`src/rtl/core/alert_packet_field_splitter_core_assert.svh`:
```
// Assertion macros shared by the alert packet field splitter RTL.
`ifndef ALERT_PACKET_FIELD_SPLITTER_CORE_ASSERT_SVH
`define ALERT_PACKET_FIELD_SPLITTER_CORE_ASSERT_SVH

// Same-cycle implication, checked out of reset.
`define APFS_ASSERT_IMPLY(label, ante, cons) \
  label: assert property (@(posedge clk) disable iff (rst) (ante) |-> (cons)) \
    else $error("apfs: same-cycle check failed");

// Next-cycle implication, checked out of reset.
`define APFS_ASSERT_NEXT(label, ante, cons) \
  label: assert property (@(posedge clk) disable iff (rst) (ante) |=> (cons)) \
    else $error("apfs: next-cycle check failed");

`endif

```
`src/rtl/core/apfs_pkg.sv`:
```
// Package: types and constants of the alert packet field splitter.
`default_nettype none

package apfs_pkg;

  localparam int TitleMax = 32;
  localparam int BodyMax  = 128;

  localparam logic [5:0] TitleLimit = 6'(TitleMax - 1);
  localparam logic [7:0] BodyLimit  = 8'(BodyMax - 1);

  localparam logic [7:0] ChrNul   = 8'h00;
  localparam logic [7:0] ChrLf    = 8'h0A;
  localparam logic [7:0] ChrCr    = 8'h0D;
  localparam logic [7:0] ChrSpace = 8'h20;

  localparam logic [1:0] KindNone  = 2'd0;
  localparam logic [1:0] KindTitle = 2'd1;
  localparam logic [1:0] KindBody  = 2'd2;

  typedef struct packed {
    logic [7:0] data_byte;
    logic       last_byte;
  } apfs_item_t;

  typedef struct packed {
    logic [1:0] char_kind;
    logic [7:0] char_value;
    logic [7:0] category;
    logic       packet_end;
    logic       packet_kept;
    logic       use_default_title;
  } apfs_result_t;

endpackage

`default_nettype wire

```
`src/rtl/core/apfs_if.sv`:
```
// Valid/ready channel interfaces: packet bytes in, split results out.
`default_nettype none

interface apfs_pkt_if;
  logic       valid;
  logic       ready;
  logic [7:0] data_byte;
  logic       last_byte;
  modport source (output valid, data_byte, last_byte, input ready);
  modport sink   (input valid, data_byte, last_byte, output ready);
endinterface

interface apfs_res_if;
  logic       valid;
  logic       ready;
  logic [1:0] char_kind;
  logic [7:0] char_value;
  logic [7:0] category;
  logic       packet_end;
  logic       packet_kept;
  logic       use_default_title;
  modport source (output valid, char_kind, char_value, category, packet_end,
                  packet_kept, use_default_title, input ready);
  modport sink   (input valid, char_kind, char_value, category, packet_end,
                  packet_kept, use_default_title, output ready);
endinterface

`default_nettype wire

```
`src/rtl/core/alert_packet_field_splitter_core.sv`:
```
// Alert packet field splitter: top level.
//
// pkt carries the alert packet one byte per transaction, with last_byte set
// on the final byte. Byte 0 is the category, byte 1 is skipped, then title
// characters up to a NUL (a NUL as byte 2 is dropped) or the title limit,
// then body characters up to the body limit (CR/LF become space).
// res carries at most one transaction per byte: a title or body character,
// and/or the end-of-packet report (category, kept, default title needed).
// Bytes that emit nothing and are not final produce no transaction.
// An accepted byte is held in the input register, and its result in the result
// register until res takes it.
// Throughput: one byte per cycle while res does not stall; phase and counts update per byte.
// While res stalls, one result waits in the result register, bytes that emit
// nothing keep flowing, and the next emitting byte waits in the input register.
// Reset (rst, synchronous) empties both registers and returns the parser
// to expecting a category byte. After a final byte the parser returns there.
`default_nettype none

`include "alert_packet_field_splitter_core_assert.svh"

module alert_packet_field_splitter_core
  import apfs_pkg::*;
(
  input  wire logic  clk,
  input  wire logic  rst,
  apfs_pkt_if.sink   pkt,
  apfs_res_if.source res
);

  logic         item_valid;
  apfs_item_t   item;
  logic         produce;
  apfs_result_t result;
  logic         can_load;
  logic         advance;
  logic         load;

  assign advance = item_valid && (!produce || can_load);
  assign load    = item_valid && produce && can_load;

  apfs_in_stage u_in (
    .clk        (clk),
    .rst        (rst),
    .pkt        (pkt),
    .advance    (advance),
    .item_valid (item_valid),
    .item       (item)
  );

  apfs_parser u_parser (
    .clk     (clk),
    .rst     (rst),
    .step    (advance),
    .item    (item),
    .produce (produce),
    .result  (result)
  );

  apfs_out_stage u_out (
    .clk      (clk),
    .rst      (rst),
    .load     (load),
    .result   (result),
    .can_load (can_load),
    .res      (res)
  );

  `APFS_ASSERT_IMPLY(a_no_empty_result, res.valid && !res.packet_end, res.char_kind != KindNone)
  `APFS_ASSERT_IMPLY(a_report_only_at_end, res.valid && !res.packet_end,
                     res.category == 8'd0 && !res.packet_kept && !res.use_default_title)
  `APFS_ASSERT_IMPLY(a_default_needs_kept, res.valid && res.use_default_title, res.packet_kept)
  `APFS_ASSERT_NEXT(a_load_shows, load, res.valid)

endmodule

`default_nettype wire

```
`src/rtl/core/apfs_in_stage.sv`:
```
// Input register: holds one accepted byte until the parser consumes it.
`default_nettype none

module apfs_in_stage
  import apfs_pkg::*;
(
  input  wire logic       clk,
  input  wire logic       rst,
  apfs_pkt_if.sink        pkt,
  input  wire logic       advance,
  output logic            item_valid,
  output apfs_item_t      item
);

  assign pkt.ready = !item_valid || advance;

  always_ff @(posedge clk) begin
    if (rst) begin
      item_valid <= 1'b0;
    end else if (pkt.ready) begin
      item_valid <= pkt.valid;
    end
    if (pkt.valid && pkt.ready) begin
      item.data_byte <= pkt.data_byte;
      item.last_byte <= pkt.last_byte;
    end
  end

endmodule

`default_nettype wire

```
`src/rtl/core/apfs_parser.sv`:
```
// Packet phase tracker: classifies one byte per cycle while step is high, and updates counts.
`default_nettype none

module apfs_parser
  import apfs_pkg::*;
(
  input  wire logic       clk,
  input  wire logic       rst,
  input  wire logic       step,
  input  wire apfs_item_t item,
  output logic            produce,
  output apfs_result_t    result
);

  typedef enum logic [2:0] {
    PH_CATEGORY   = 3'd0,
    PH_SKIP_ONE   = 3'd1,
    PH_BYTE_TWO   = 3'd2,
    PH_TITLE      = 3'd3,
    PH_TITLE_FULL = 3'd4,
    PH_BODY       = 3'd5
  } phase_t;

  phase_t     phase, phase_next;
  logic [7:0] held_category, held_category_next;
  logic [5:0] title_count, title_count_next;
  logic [7:0] body_count, body_count_next;
  logic [1:0] kind;
  logic [7:0] value;
  logic       is_nul;
  logic       kept;

  assign is_nul = (item.data_byte == ChrNul);

  always_comb begin
    phase_next         = phase;
    held_category_next = held_category;
    title_count_next   = title_count;
    body_count_next    = body_count;
    kind               = KindNone;
    value              = ChrNul;
    unique case (phase) inside
      PH_SKIP_ONE: begin
        phase_next = PH_BYTE_TWO;
      end
      PH_BYTE_TWO, PH_TITLE: begin
        if (is_nul) begin
          phase_next = (phase == PH_BYTE_TWO) ? PH_TITLE : PH_BODY;
        end else begin
          kind             = KindTitle;
          value            = item.data_byte;
          title_count_next = title_count + 6'd1;
          phase_next       = (title_count_next >= TitleLimit) ? PH_TITLE_FULL : PH_TITLE;
        end
      end
      PH_TITLE_FULL, PH_BODY: begin
        if (phase == PH_TITLE_FULL && is_nul) begin
          phase_next = PH_BODY;
        end else begin
          phase_next = PH_BODY;
          if (body_count < BodyLimit) begin
            kind            = KindBody;
            value           = (item.data_byte == ChrLf || item.data_byte == ChrCr) ?
                              ChrSpace : item.data_byte;
            body_count_next = body_count + 8'd1;
          end
        end
      end
      default: begin
        held_category_next = item.data_byte;
        phase_next         = PH_SKIP_ONE;
      end
    endcase
  end

  assign kept    = (title_count_next != '0) || (body_count_next != '0);
  assign produce = item.last_byte || (kind != KindNone);

  always_comb begin
    result.char_kind         = kind;
    result.char_value        = value;
    result.packet_end        = item.last_byte;
    result.category          = item.last_byte ? held_category_next : 8'd0;
    result.packet_kept       = item.last_byte && kept;
    result.use_default_title = item.last_byte && kept && (title_count_next == '0);
  end

  always_ff @(posedge clk) begin
    if (rst) begin
      phase         <= PH_CATEGORY;
      held_category <= '0;
      title_count   <= '0;
      body_count    <= '0;
    end else if (step) begin
      if (item.last_byte) begin
        phase         <= PH_CATEGORY;
        held_category <= '0;
        title_count   <= '0;
        body_count    <= '0;
      end else begin
        phase         <= phase_next;
        held_category <= held_category_next;
        title_count   <= title_count_next;
        body_count    <= body_count_next;
      end
    end
  end

endmodule

`default_nettype wire

```
`src/rtl/core/apfs_out_stage.sv`:
```
// Result register: holds one result transaction until the receiver takes it.
`default_nettype none

module apfs_out_stage
  import apfs_pkg::*;
(
  input  wire logic         clk,
  input  wire logic         rst,
  input  wire logic         load,
  input  wire apfs_result_t result,
  output logic              can_load,
  apfs_res_if.source        res
);

  apfs_result_t held;

  assign can_load = !res.valid || res.ready;

  always_ff @(posedge clk) begin
    if (rst) begin
      res.valid <= 1'b0;
    end else if (load) begin
      res.valid <= 1'b1;
    end else if (res.ready) begin
      res.valid <= 1'b0;
    end
    if (load) begin
      held <= result;
    end
  end

  assign res.char_kind         = held.char_kind;
  assign res.char_value        = held.char_value;
  assign res.category          = held.category;
  assign res.packet_end        = held.packet_end;
  assign res.packet_kept       = held.packet_kept;
  assign res.use_default_title = held.use_default_title;

endmodule

`default_nettype wire
```
`src/flat_wrapper.sv`:
```
// flat-port wrapper written by rule: the top's interface ports become plain ports
module alert_packet_field_splitter_core_flat import apfs_pkg::*;
  (clk, rst, pkt_valid, pkt_data_byte, pkt_last_byte, pkt_ready, res_valid, res_char_kind, res_char_value, res_category, res_packet_end, res_packet_kept, res_use_default_title, res_ready);
  apfs_pkt_if pkt_i ();
  apfs_res_if res_i ();
  input  wire logic clk;
  input  wire logic rst;
  input wire logic [$bits(pkt_i.valid)-1:0] pkt_valid;
  input wire logic [$bits(pkt_i.data_byte)-1:0] pkt_data_byte;
  input wire logic [$bits(pkt_i.last_byte)-1:0] pkt_last_byte;
  output wire logic [$bits(pkt_i.ready)-1:0] pkt_ready;
  output wire logic [$bits(res_i.valid)-1:0] res_valid;
  output wire logic [$bits(res_i.char_kind)-1:0] res_char_kind;
  output wire logic [$bits(res_i.char_value)-1:0] res_char_value;
  output wire logic [$bits(res_i.category)-1:0] res_category;
  output wire logic [$bits(res_i.packet_end)-1:0] res_packet_end;
  output wire logic [$bits(res_i.packet_kept)-1:0] res_packet_kept;
  output wire logic [$bits(res_i.use_default_title)-1:0] res_use_default_title;
  input wire logic [$bits(res_i.ready)-1:0] res_ready;
  assign pkt_i.valid = pkt_valid;
  assign pkt_i.data_byte = pkt_data_byte;
  assign pkt_i.last_byte = pkt_last_byte;
  assign pkt_ready = pkt_i.ready;
  assign res_valid = res_i.valid;
  assign res_char_kind = res_i.char_kind;
  assign res_char_value = res_i.char_value;
  assign res_category = res_i.category;
  assign res_packet_end = res_i.packet_end;
  assign res_packet_kept = res_i.packet_kept;
  assign res_use_default_title = res_i.use_default_title;
  assign res_i.ready = res_ready;
  alert_packet_field_splitter_core u_core (.clk(clk), .rst(rst), .pkt(pkt_i), .res(res_i));
endmodule
```
`config.mk`:
```
export PLATFORM = sky130hd
export DESIGN_NAME = alert_packet_field_splitter_core_flat
export DESIGN_NICKNAME = d
export VERILOG_FILES = /design/src/rtl/core/apfs_pkg.sv /design/src/rtl/core/apfs_if.sv /design/src/rtl/core/alert_packet_field_splitter_core.sv /design/src/rtl/core/apfs_in_stage.sv /design/src/rtl/core/apfs_parser.sv /design/src/rtl/core/apfs_out_stage.sv /design/src/flat_wrapper.sv
export VERILOG_INCLUDE_DIRS = /design/src /design/src/rtl/core
export SDC_FILE = /design/constraint.sdc
export NUM_CORES = 1
export LEC_CHECK = 0
export BUFFER_PORTS_ARGS = -buffer_cell sky130_fd_sc_hd__buf_2
export CELL_PAD_IN_SITES_DETAIL_PLACEMENT = 0
export CELL_PAD_IN_SITES_GLOBAL_PLACEMENT = 1
export CORE_UTILIZATION = 50
export CTS_BUF_LIST = sky130_fd_sc_hd__clkbuf_8
export CTS_CLUSTER_SIZE = 25
export DETAILED_ROUTE_END_ITERATION = 10
export PLACE_DENSITY_LB_ADDON = 0.08
export SLEW_MARGIN = 20
export SYNTH_ARGS = -nofsm -noshare
export SYNTH_HDL_FRONTEND = slang
export SYNTH_SLANG_ARGS = --single-unit
```
`constraint.sdc`:
```
create_clock -name clk -period 5 [get_ports clk]
set_clock_uncertainty 0.1 [all_clocks]
set_input_delay 0.5 -clock clk [delete_from_list [all_inputs] [get_ports clk]]
set_output_delay 0.5 -clock clk [all_outputs]
set_load 0.05 [all_outputs]
```
# Word level (Yosys, flattened, before mapping)
# Cells that the tools add are included.
[op_classes]
n_addsub = 2
n_lt_le_gt_ge = 2
eq_ne = 7
reduce_logical = 25
mux = 25
[ops]
columns = ["cell", "count"]
rows = [
  ["8-bit two-way mux", 10],
  ["6-bit two-way mux", 3],
  ["8-bit by 4-bit == test with 1-bit output (second input constant)", 2],
  ["8-bit case mux with 2 select lines", 1],
  ["3-bit two-way mux", 4],
  ["3-bit case mux with 3 select lines", 1],
  ["8-bit by 1-bit adder with 8-bit output (second input constant)", 1],
  ["8-bit logical NOT", 1],
  ["8-bit by 7-bit < comparator with 1-bit output (second input constant)", 1],
  ["8-bit nonzero test", 1],
  ["1-bit logical AND", 7],
  ["6-bit by 1-bit adder with 6-bit output (second input constant)", 1],
  ["3-bit by 2-bit == test with 1-bit output (second input constant)", 2],
  ["3-bit == test (second input constant)", 2],
  ["6-bit by 5-bit >= comparator with 1-bit output (second input constant)", 1],
  ["6-bit logical NOT", 1],
  ["1-bit logical OR", 6],
  ["6-bit nonzero test", 1],
  ["5-bit OR reduction", 1],
  ["2-bit two-way mux", 2],
  ["2-bit case mux with 2 select lines", 1],
  ["2-bit nonzero test", 2],
  ["2-bit OR reduction", 2],
  ["3-bit by 1-bit == test with 1-bit output (second input constant)", 1],
  ["2 further kinds", 6],
]
[totals]
reg_bits = 57

# Depth between registers and ports, before layout
[logic_depth]
ltp_word = 11
mapped_depth = 10
depth_no_buf = 8

# By module
# From an unflattened synthesis, not the netlist that was laid out.
[unflattened]
cells_unflattened = 275
area_unflattened_um2 = 2921.6
[modules_own_cells]
columns = ["mod", "seq_area_each_um2", "cells_per_inst", "instances", "area_each_um2"]
rows = [
  ["apfs_parser", 500.5, 233, 1, 1900.6],
  ["apfs_out_stage", 650.6, 25, 1, 676.9],
  ["apfs_in_stage", 290.3, 14, 1, 325.3],
  ["alert_packet_field_splitter_core", 0.0, 3, 1, 18.8],
]

# Worst setup path after synthesis
# Ideal clock, no wire load.
[synth_timing]
path_type = "reg-to-reg"
startpoint = "register u_core.u_parser.body_count[0]"
endpoint = "register u_core.u_out.held (netlist bit u_core.u_out.res.category[0]), enable pin"
stages_incl_launch_ff = 7
period_less_slack_ns = 2.711
t_arrival_ns = 2.205
slack_ns = 2.289
required_ns = 4.494
cell_sequence = "dfxtp_1 ha_1 nand3_1 o21ai_1 or2_1 buf_6 a21oi_1"
[synth_via]
elab_chain_cells = 8
[synth_rtl]
columns = ["element", "line", "rtl"]
rows = [
  ["start: declaration", "apfs_parser.sv:27", "logic [7:0] body_count, body_count_next;"],
  ["start signal: assignment", "apfs_parser.sv:104", "body_count <= body_count_next;"],
  ["8-bit by 7-bit < comparator with 1-bit output", "apfs_parser.sv:61", "if (body_count < BodyLimit) begin"],
  ["2-bit two-way mux", "apfs_parser.sv:61", ""],
  ["2-bit two-way mux", "apfs_parser.sv:57", "if (phase == PH_TITLE_FULL && is_nul) begin"],
  ["2-bit case mux with 2 select lines", "apfs_parser.sv:42", "unique case (phase) inside"],
  ["2-bit nonzero test", "apfs_parser.sv:77", "assign produce = item.last_byte || (kind != KindNone);"],
  ["1-bit logical OR", "apfs_parser.sv:77", ""],
  ["1-bit logical AND (2 in a row)", "alert_packet_field_splitter_core.sv:39", "assign load = item_valid && produce && can_load;"],
  ["via u_core.load", "alert_packet_field_splitter_core.sv:36", "logic load;"],
  ["end signal: assignment", "apfs_out_stage.sv:28", "held <= result;"],
  ["end: declaration", "apfs_out_stage.sv:15", "apfs_result_t held;"],
]
# The timed path passes the listed nets, and every way through them passes these cells.
# A chain may end at the register's enable or synchronous reset.

# Worst setup path in the final report
[layout_timing]
startpoint = "register u_core.u_parser.phase[1]"
endpoint = "output port pkt_ready"
[layout_via]
elab_chain_cells = 10
elab_cells_between_ends = 15
[layout_rtl]
columns = ["element", "line", "rtl"]
rows = [
  ["start: declaration", "apfs_parser.sv:24", "phase_t phase, phase_next;"],
  ["start signal: assignment", "apfs_parser.sv:101", "phase <= phase_next;"],
  ["3-bit == test", "apfs_parser.sv:57", ""],
  ["1-bit logical AND", "apfs_parser.sv:57", ""],
  ["2-bit two-way mux", "apfs_parser.sv:57", ""],
  ["2-bit case mux with 2 select lines *", "apfs_parser.sv:42", ""],
  ["2-bit nonzero test *", "apfs_parser.sv:77", ""],
  ["1-bit logical OR *", "apfs_parser.sv:77", ""],
  ["1-bit logical NOT *", "alert_packet_field_splitter_core.sv:38", "assign advance = item_valid && (!produce || can_load);"],
  ["1-bit logical OR *", "alert_packet_field_splitter_core.sv:38", ""],
  ["1-bit logical AND *", "alert_packet_field_splitter_core.sv:38", ""],
  ["1-bit logical OR *", "apfs_in_stage.sv:15", "assign pkt.ready = !item_valid || advance;"],
  ["end: declaration", "flat_wrapper.sv:11", "output wire logic [$bits(pkt_i.ready)-1:0] pkt_ready;"],
]
# Every way passes the cells marked *; elsewhere a longest branch is shown, timed or not.

==> impl_metrics.env <==
export IMPL_combPwrFrac_pct=8.2
export IMPL_ys_ff_latch=57
export IMPL_rsz0062_at_grt="false"
export IMPL_cpPeakStageDelay_ps=830
export IMPL_ys_async_sr_fraction_pct=0
export IMPL_timing_final_ws_setup_ps=1750
export IMPL_ys_seq_area_share_pct=52.0
export IMPL_cap_violations=0
export IMPL_synth_flop_cell="edfxtp_1"
export IMPL_required_ps=4400
export IMPL_worstSetupEndpointType="output port"
export IMPL_syn_area_sq_um=2770
export IMPL_p_leak_uw=0.00113
export IMPL_grt_antenna_before_repair=0
export IMPL_final_util_pct=60.6
export IMPL_wirelength_mm=5.92
export IMPL_post_cts_buffers=0
export IMPL_tritoncts="yes"
export IMPL_ff2ff_path_depth=7
export IMPL_cp_num_buf_inv=1
export IMPL_die_w_microns=76.5
export IMPL_power_switching_uw=253
export IMPL_gp_congestion=0.780
export IMPL_rows=26
export IMPL_die_h_microns=76.5
export IMPL_cts_sinks=57
export IMPL_ir_drop_mv=0.210
export IMPL_grt_max_degree=28
export IMPL_finalHoldViolations=0
export IMPL_clk_pin_slew_ps=70
export IMPL_pre_cts_slack_ps=1930
export IMPL_hold_buffers=0
export IMPL_nFillCells=450
export IMPL_place_area_sq_um=2970
export IMPL_pwr_share_seq_pct=49.3
export IMPL_avgSynthCellArea_sq_um=9.76
export IMPL_path_max_fanout=15
export IMPL_whs_path_depth=1
export IMPL_start_kind="register"
export IMPL_multi_input_area_sq_um=1230
export IMPL_cts_root_buffer="clkbuf_8"
export IMPL_io_buffers=35
export IMPL_htreeDepth=3
export IMPL_wl_per_cell_microns=15.3
export IMPL_ys_types=51
export IMPL_critPathTopFamily="compound AO/OA/AOI/OAI gates"
export IMPL_clock_latency_ps=340
export IMPL_status="complete, no violations"
export IMPL_fp_dieArea_sq_um=5850
export IMPL_slew_viol_final=0
export IMPL_ys_warn_count=0
export IMPL_worst_hold_path_type="in2reg"
export IMPL_clock_fmax_mhz=308
export IMPL_swShare_pct=23.9
export IMPL_cp_depth=6
export IMPL_design_area_sq_um=3180
export IMPL_synth_fp_nets=300
export IMPL_fin_tns_setup_ps=0
export IMPL_setup_viol=0
export IMPL_drc=0
export IMPL_diodes=0
export IMPL_clock_path_buffers=2
export IMPL_grtUsageTotal_pct=22.5
export IMPL_numCtsBuffers=9
export IMPL_layout_min_cycle_time_ps=3250
export IMPL_syn2layout_area_growth_pct=14.5
export IMPL_crit_arrival_ps=2650
export IMPL_path_class="reg2out"
export IMPL_final_common_cell="buf_2"
export IMPL_start_util_pct=52.9
export IMPL_dr_pass1_iters=4
export IMPL_drive_gt1_share_pct=18.4
export IMPL_ant_nets=0
export IMPL_cellPowerDensity_nw_per_um2=333
export IMPL_grt_ovfl_total=0
export IMPL_crit_chain="nand2b_1, a21oi_1, nor2_1, nand2_1, nand4b_1, buf_2"
export IMPL_slew_headroom_pct=28.7
export IMPL_core_area_sq_um=5240
export IMPL_pin_count=36
export IMPL_grt_pass1_wl_mm=9.94
export IMPL_cts_resized=0
export IMPL_regArea_sq_um=1440
export IMPL_vias=2210
export IMPL_worst_pin_slew_ps=1070
export IMPL_p_clk_share_pct=42.5
export IMPL_layout_nets=328
export IMPL_synth_cells=284
export IMPL_critPathSlowestCell="a21oi_1"
export IMPL_min_period_over_period_pct=64.9
export IMPL_mostFrequentLayoutCells="buf_2, edfxtp_1, a21oi_1, dfxtp_1, nor2_1"
export IMPL_p_int_uw=804
export IMPL_place_hpwl_mm=4.02
export IMPL_grt_pass1_vias=1984
export IMPL_synth_edf_count=30
export IMPL_via_per_inst=5.73
export IMPL_dr_first_iter_drc_count=177
-- worst paths after layout --
| check | slack (ps) | end | from |
|---|---|---|---|
| max | 1750 | pkt_ready | u_core.u_parser.phase[1] |
| min | 230 | u_core.u_in.item[3] | pkt_data_byte[2] |
| max reg2reg | 1980 | u_core.u_parser.body_count[6] | u_core.u_parser.phase[1] |
| min reg2reg | 370 | u_core.u_parser.held_category[5] | u_core.u_parser.held_category[5] |
-- routing by layer --
metal / vias to the layer above / track usage [%] / share of wire, % / wire [microns]
met1: 1030 / 32.2 / 50 / 2950
met2: 59 / 31.5 / 43 / 2570
met5: - / 0 / 0 / 0
met3: 12 / 6.23 / 5.0 / 293
met4: 0 / 9.81 / 1.8 / 108
li1: 1109 / - / - / -
-- cells by family (layout without fill, tap and decap cells) --
group / Yosys count / count (layout) / synth area share, %
xor gates and xnor gates: 2 / 2 / 0.632
AOI/OAI and AO/OA: 80 / 80 / 17.7
and+or+nand+nor: 104 / 104 / 20.4
DFF: 57 / 57 / 52.0
muxes: 10 / 10 / 3.66
buffers and inverters: 28 / 60 / 4.20
adders and majority gates: 3 / 3 / 1.35
-- power groups by stage --
stage / combinational [uW] / clock [uW] / sequential, uW
finish: 86.6 / 450 / 521
global route: 93.4 / 478 / 523
CTS: 86.0 / 452 / 521
detailed placement: 85.8 / 0 / 531
global placement: 86.1 / 0 / 531
floorplan: 43.4 / 0 / 548
-- final cells by class --
class                           instances  share of cell area [%]
Clock buffer                            9                    3.90
Clock inverter                          6                    2.40
Inverter                                8                   0.946
Multi-Input combinational cell        199                    38.6
Sequential cell                        57                    45.4
Tap cell                               70                    2.76
Timing Repair Buffer                   37                    5.99
-- synthesized netlist by cell type (all sizes together), types with 2 or more instances --
master	n	share of area, %
a211o	2	0.63
and3	3	0.68
nor3b	4	1.1
nor2	26	3.5
nand4b	2	0.63
a21oi	28	5.1
nand3	17	3.1
dfxtp	27	19
inv	8	1.1
a41oi	4	1.3
nand2	17	2.3
mux2i	9	3.2
o21ai	23	4.2
o21a	3	0.81
edfxtp	30	32
a311oi	2	0.63
ha	3	1.4
o211ai	2	0.54
clkbuf	15	2.0
or3	3	0.68
or4	3	0.81
xor2	2	0.63
nor4	3	1.8
a31o	3	0.95
a31oi	4	0.90
nor3	5	0.90
buf	5	1.1
nor2b	5	1.1
nand2b	3	0.68
and2	8	1.8
-- metrics by stage --
| stage | hold WS (ps) | power, uW | instances |
|---|---|---|---|
| 2_1_floorplan | 324 | 591 | 284 |
| 3_5_place_dp | 367 | 617 | 371 |
| 6_report | 228 | 1060 | 386 |
| 3_3_place_gp | 360 | 617 | 371 |
| 5_1_grt | 209 | 1090 | 386 |
| 4_1_cts | 224 | 1060 | 386 |
-- state kept, by name (all words and copies together) (netlist names), 2 cells and up --
signal                         flops
u_core.u_in.item                   9
u_core.u_out.res.category          8
u_core.u_out.res.char_value        8
u_core.u_parser.body_count         8
u_core.u_parser.held_category      8
u_core.u_parser.title_count        6
u_core.u_parser.phase              3
u_core.u_out.res.char_kind         2
Note: power is estimated with default switching activity, not from simulation.
